## src/sv/viterbi_hard_decision_decoder_assert.svh

```systemverilog
// Assertion macros for the decoder RTL; only vhd_back includes them.
// Depends on nothing; define ASSERT_OFF to compile the checks out.
`ifndef VITERBI_HARD_DECISION_DECODER_ASSERT_SVH
`define VITERBI_HARD_DECISION_DECODER_ASSERT_SVH
`ifndef ASSERT_OFF
`define VHD_ASSERT(label, clk, rstn, prop) \
  label: assert property (@(posedge clk) disable iff (!rstn) prop) \
    else $error("assertion failed");
`define VHD_ASSERT_NR(label, clk, prop) \
  label: assert property (@(posedge clk) prop) else $error("assertion failed");
`else
`define VHD_ASSERT(label, clk, rstn, prop)
`define VHD_ASSERT_NR(label, clk, prop)
`endif
`endif

```

## src/sv/vhd_pkg.sv

```systemverilog
// Shared types and constants for the hard-decision Viterbi decoder.
// No dependencies.
package vhd_pkg;
  localparam int MaxConstraint = 7;
  localparam int MaxPolys      = 4;
  localparam int TrellisDepth  = 256;
  localparam int MetricWidth   = 16;
  localparam int NumStates     = 1 << (MaxConstraint - 1);
  localparam int StateW        = MaxConstraint - 1;
  localparam int ColW          = $clog2(TrellisDepth);
  localparam int CountW        = ColW + 1;
  localparam int ByteBits      = 8;
  localparam int QueueDepth    = 2;

  typedef enum logic [1:0] {
    CmdRestart = 2'd0,
    CmdSymbol  = 2'd1,
    CmdFinish  = 2'd2,
    CmdNone    = 2'd3
  } cmd_e;

  typedef enum logic [2:0] {
    RegConstraint = 3'd0,
    RegPolyCount  = 3'd1,
    RegPolys      = 3'd2,
    RegTail       = 3'd3,
    RegStart      = 3'd4,
    RegInitMetric = 3'd5
  } reg_e;

  // One classified command handed from the front end to the back end.
  typedef struct packed {
    cmd_e       cmd;
    logic [3:0] symbol;
  } job_t;

  typedef struct packed {
    logic [7:0]             data_byte;
    logic [3:0]             bit_count;
    logic                   last;
    logic [15:0]            error_count;
    logic [8:0]             decoded_total;
    logic                   status;
  } result_t;
endpackage

```

## src/sv/vhd_front.sv

```systemverilog
// Front end: accepts commands, drops unknown codes, queues the rest.
// Depends on vhd_pkg.
module vhd_front
  import vhd_pkg::*;
(
  input  logic       clk_i,
  input  logic       rst_ni,
  input  logic       in_valid,
  output logic       in_ready,
  input  logic [1:0] command_i,
  input  logic [3:0] code_symbol_i,
  output logic       job_valid_o,
  input  logic       job_ready_i,
  output job_t       job_o
);
  job_t                           q_q [QueueDepth];
  logic [$clog2(QueueDepth)-1:0]  wr_q, wr_d, rd_q, rd_d;
  logic [$clog2(QueueDepth):0]    cnt_q, cnt_d;
  logic                           push, pop;

  assign in_ready    = (cnt_q != QueueDepth[$clog2(QueueDepth):0]);
  assign job_valid_o = (cnt_q != '0);
  assign job_o       = q_q[rd_q];
  assign push = in_valid && in_ready && (cmd_e'(command_i) != CmdNone);
  assign pop  = job_valid_o && job_ready_i;

  always_comb begin
    wr_d  = push ? wr_q + 1'b1 : wr_q;
    rd_d  = pop ? rd_q + 1'b1 : rd_q;
    cnt_d = cnt_q + {{$clog2(QueueDepth){1'b0}}, push} - {{$clog2(QueueDepth){1'b0}}, pop};
  end

  always_ff @(posedge clk_i or negedge rst_ni) begin
    if (!rst_ni) begin
      wr_q <= '0; rd_q <= '0; cnt_q <= '0;
    end else begin
      wr_q <= wr_d; rd_q <= rd_d; cnt_q <= cnt_d;
    end
  end

  always_ff @(posedge clk_i) begin
    if (push) begin
      q_q[wr_q] <= '{cmd: cmd_e'(command_i), symbol: code_symbol_i};
    end
  end
endmodule

```

## config.mk

```make
export PLATFORM = sky130hd
export DESIGN_NAME = vhd_front
export DESIGN_NICKNAME = d
export VERILOG_FILES = /design/src/sv/viterbi_hard_decision_decoder_assert.svh /design/src/sv/vhd_pkg.sv /design/src/sv/vhd_front.sv
export SDC_FILE = /design/constraint.sdc
export NUM_CORES = 1
export LEC_CHECK = 0
export CAP_MARGIN = 15
export CELL_PAD_IN_SITES_DETAIL_PLACEMENT = 1
export CELL_PAD_IN_SITES_GLOBAL_PLACEMENT = 2
export CORE_MARGIN = 2
export CORE_UTILIZATION = 42
export CTS_CLUSTER_SIZE = 20
export DETAILED_ROUTE_END_ITERATION = 10
export DONT_BUFFER_PORTS = 1
export PLACE_DENSITY = 0.72
export SLEW_MARGIN = 25
export SYNTH_ARGS = -nofsm -noshare
export SYNTH_HDL_FRONTEND = slang
export SYNTH_SLANG_ARGS = --single-unit
```

## constraint.sdc

```tcl
create_clock -name clk_i -period 2.5 [get_ports clk_i]
set_input_delay 0.375 -clock clk_i [delete_from_list [all_inputs] [get_ports clk_i]]
set_output_delay 0.375 -clock clk_i [all_outputs]
set_load 0.01 [all_outputs]
```

Yosys cells after proc, flatten, opt, wreduce, memory -nomap -nowiden. Memories as Yosys holds them, arrays and structs flattened. Cells that the tools add are included.

Multiplexer cells: 2. $add $sub $neg: 4. Equal/unequal tests: 2. Reductions and logical operators: 4.

Operators by type and width (number): 2-bit inequality test, second input constant (2); 1-bit logical AND (3); 1-bit adder, second input constant (2); 2-bit by 1-bit adder with 2-bit output (1); 1-bit two-way mux (2); 2-bit nonzero test (1); 2-bit by 1-bit subtractor with 2-bit output (1).

Output and inout bits: 8. Bits in writable memories: 12. Word-level logic and storage cells: 16. Memories: 1. Bits in registers: 4.

Memory list: q_q (words 2, bits a word 6, rd ports 1, clocked after Yosys merged registers in 0, wr ports 1, line vhd_front.sv:16) `job_t q_q [QueueDepth];`.

Depth between registers and ports, before layout.
Word-level depth: 5. Gate-level depth with buffers: 6.

Least setup slack after synthesis. No wires, ideal clock.

Path kind: in2reg. Start point: input port in_valid. End point: register cnt_q[1]. Stages on the path: 6. Required time: 2372 ps. Slack: 1140 ps. Buffers on the path: 0. Data arrival time: 1233 ps. Cells stage by stage: a21boi_4 > nor2b_4 > a211oi_1 > nor2_1 > ha_1 > xor2_1.

Longest elaborated chain between the ends: 4.

Ends and longest elaborated chain: from (decl) (line vhd_front.sv:8) `input logic in_valid,`; 1-bit logical AND (2 in series) (line vhd_front.sv:24) `assign push = in_valid && in_ready && (cmd_e'(command_i) != CmdNone);`; 2-bit by 1-bit adder with 2-bit output (line vhd_front.sv:30) `cnt_d = cnt_q + {{$clog2(QueueDepth){1'b0}}, push} - {{$clog2(QueueDepth){1'b0}}, pop};`; 2-bit by 1-bit subtractor with 2-bit output (line vhd_front.sv:30); via cnt_d[1] (line vhd_front.sv:18) `logic [$clog2(QueueDepth):0] cnt_q, cnt_d;`; to (signal assigned) (line vhd_front.sv:37) `wr_q <= wr_d; rd_q <= rd_d; cnt_q <= cnt_d;`; to (decl) (line vhd_front.sv:18).

The timed path passes the listed nets, and every way through them passes these cells. A chain may end at the register's enable or synchronous reset.

==> reports/qor.txt <==
#FFs+latches synth = 16
Vias = 350
CTS buffer count = 3
XOR/XNOR Fraction of Synth Area = 0.0384
CP max-delay cell = dfrtp_1
Rel. slew slack = 0.669
final hold vios = 0
die area = 1970 µm²
Post-Syn Area = 684 µm²
Post-synth ARST share = 0.250
adder-cell share of the synthesized area = 0.0183
worst slew pin tran = 0.495 ns
DRC viols = 0
fin area = 736 µm²
wire per inst = 18.3 µm
Main synth FF type = edfxtp_1
clk sinks = 16
1st-pass router iterations = 2
antenna cells = 0
Root Driver = clkbuf_4
Arr. time, crit path = 1.23 ns
status = complete, no violations
CP cell instances = mux2_2
Post-synth EDFFs = 12
gr usage total = 0.136
Worst Hold End = q_q[0][0]
worst r2r dst = q_q[0][2]
CP Buf/Inv Count = 0
starting density of the core = 0.449
Core Util, Final = 0.483
DIE WIDTH = 44.4 µm
GPL Wtd Cong = 0.624
num rows = 14
Critical R2R Launch = cnt_q[0]
largest family of logic cells by synthesized area = simple AND/OR/NAND/NOR gates
GRT overflow = 0
clock-pin slew on the worst setup and hold paths = 0.09 ns
hold-critical path depth = 0
H-tree depth = 1
P_leak = 0.000265 µW
top-count cell post-synth = edfxtp_1
Seq/Total Area, Yosys = 0.673
Setup Fix Bufs, Post-CTS = 0
dominant cell type by area after synthesis = edfxtp_1
syn nets = 54
CP Depth = 1
CTS tree = yes
final setup fails = 0
Post-Place Cell Area = 699 µm²
max cap viols = 0
Pins Over Slew Limit = 0
largest net degree at the start of global routing = 10
Core Footprint = 1520 µm²
final wirelength = 1.15 mm
first-pass GRT wire length = 1.79 mm
Vias per Instance = 5.56
Sum Neg Setup Slack = 0 ns
worst clock skew = 0.00295 ns
DP Wirelength = 910 µm
min Tclk post-route = 1.60 ns
antenna violations before repair = 0
IO buf count = 0
Crit. End Element = output port
Peak VDD IR = 0.000487 V
max incr delay on CP = 0.53 ns
CP startpoint kind = flip-flop
die height = 44.4 µm
# resized after CTS = 0
Top Family by Delay on Critical Path = flip-flops
Synth top cells by count = edfxtp_1 (12), mux2_2 (6), dfrtp_1 (4)
top cell type's share of synthesized area = 0.527
top cells by area, synth = edfxtp_1 (53%), dfrtp_1 (15%), mux2_2 (9.9%), a21boi_4 (2.7%), xnor2_1 (2.6%)
reg2reg setup slack = 0.93 ns
Cells after Synth = 43
Required @ worst endpoint = 2.12 ns
first-iteration detailed-routing DRC count = 3
antenna-violating nets left = 0
Mean Syn Cell Area = 15.9 µm²
Pwr Density = 1080 nW/µm²
RSZ-0062 raised after global routing = no
mux contribution to synthesized area = 0.0987
clk buf depth = 2
Worst-Skew Late Latency = 0.28 ns
P&R area growth vs syn = 7.50%
Pwr Total = 797 µW
HP Class = input pin to flip-flop
critical path class = flip-flop to output port
Final nets = 59
critical hold path startpoint = code_symbol_i[0]
Ports = 18
YS warnings = 0
layout cells sized above 1 = 0.298
Post-Synth Simple-Gate Area = 0.0987
period utilisation layout = 0.641
complex-gate fraction of the synthesized area = 0.0658
vias in the first global route = 385
Max FO, Critical Path = 7
Worst R2R Path Depth = 3
Max Fclk = 0.624 GHz
Yosys cell types = 20
[worst reg2reg max path: cells and delay by family (launching register included)]
family	cells	cell delay (ns)
AND/OR/NAND/NOR	3	0.76
flip-flops	1	0.46
[through the flow]
stage / setup slack (ns) / cells / hold slack [ns]
floorplan: 1.14 / 43 / 0.0794
global placement: 1.00 / 58 / 0.0795
detailed placement: 0.919 / 58 / 0.0795
CTS: 0.886 / 63 / 0.172
global route: 0.796 / 63 / 0.158
finish: 0.896 / 63 / 0.181
[report_power, final]
part           switching [µW]  total, µW  internal [µW]  leakage [µW]
Sequential               68.1        430            362      0.000158
Combinational             121        230            109     0.0000923
Clock                    79.0        137           57.9     0.0000154
Total                     269        797            529      0.000265
[cell usage in the layout (no fill, tap or decap)]
cell type,n
nand2b_1,1
nor2_1,2
ha_1,1
o21ai_0,1
nand3_1,1
edfxtp_1,12
a21oi_2,1
a211oi_1,1
a21boi_4,1
or2_1,1
nor2b_4,1
clkbuf_4,3
xnor2_1,2
nand2_1,3
clkinv_1,1
dlygate4sd3_1,1
nor3_2,1
and3_2,1
a21oi_1,1
mux2_2,6
dfrtp_1,4
xor2_1,1
[area by class of cell]
type / count / area (µm²)
clock buffer: 3 / 22.5
clock inverter: 1 / 3.75
fill: 146 / 788
multi-input combinational: 26 / 219
sequential: 16 / 460
tap: 16 / 20.0
timing repair buffer: 1 / 10.0
[worst max-delay path by stage]
stage,from,endpoint,slack (ns)
after detailed placement,cnt_q[0],q_q[0][4],0.92
after global placement,cnt_q[0],q_q[0][3],1.00
after floorplan,in_valid,cnt_q[1],1.14
after CTS,rd_q,job_o[0],0.89
after global routing,cnt_q[0],q_q[0][4],0.80
final,rd_q,job_o[0],0.90
[flip-flops by register name, indices dropped and copies added (netlist names)]
| name | cells |
|---|---|
| cnt_q | 2 |
| rd_q | 1 |
| wr_q | 1 |
| q_q | 12 |
[kinds of logic after synthesis]
group | Yosys count
AO/OA/AOI/OAI | 5
XOR/XNOR | 3
adder cells (fa/ha/maj) | 1
buffers and inverters | 1
flip-flops | 16
multiplexers | 6
AND/OR/NAND/NOR | 11
[per-layer routing]
metal | share of wire | global-route usage
met1 | 0.38 | 0.134
met2 | 0.54 | 0.238
met3 | 0.060 | 0.0490
met4 | 0.020 | 0.0909
met5 | 0 | 0
[timing repair]
action                     4_1_cts  5_1_grt
setup endpoints to repair        0        0
hold buffers                     1        0
hold endpoints to repair         4        0
Note: power is estimated with default switching activity, not from simulation.
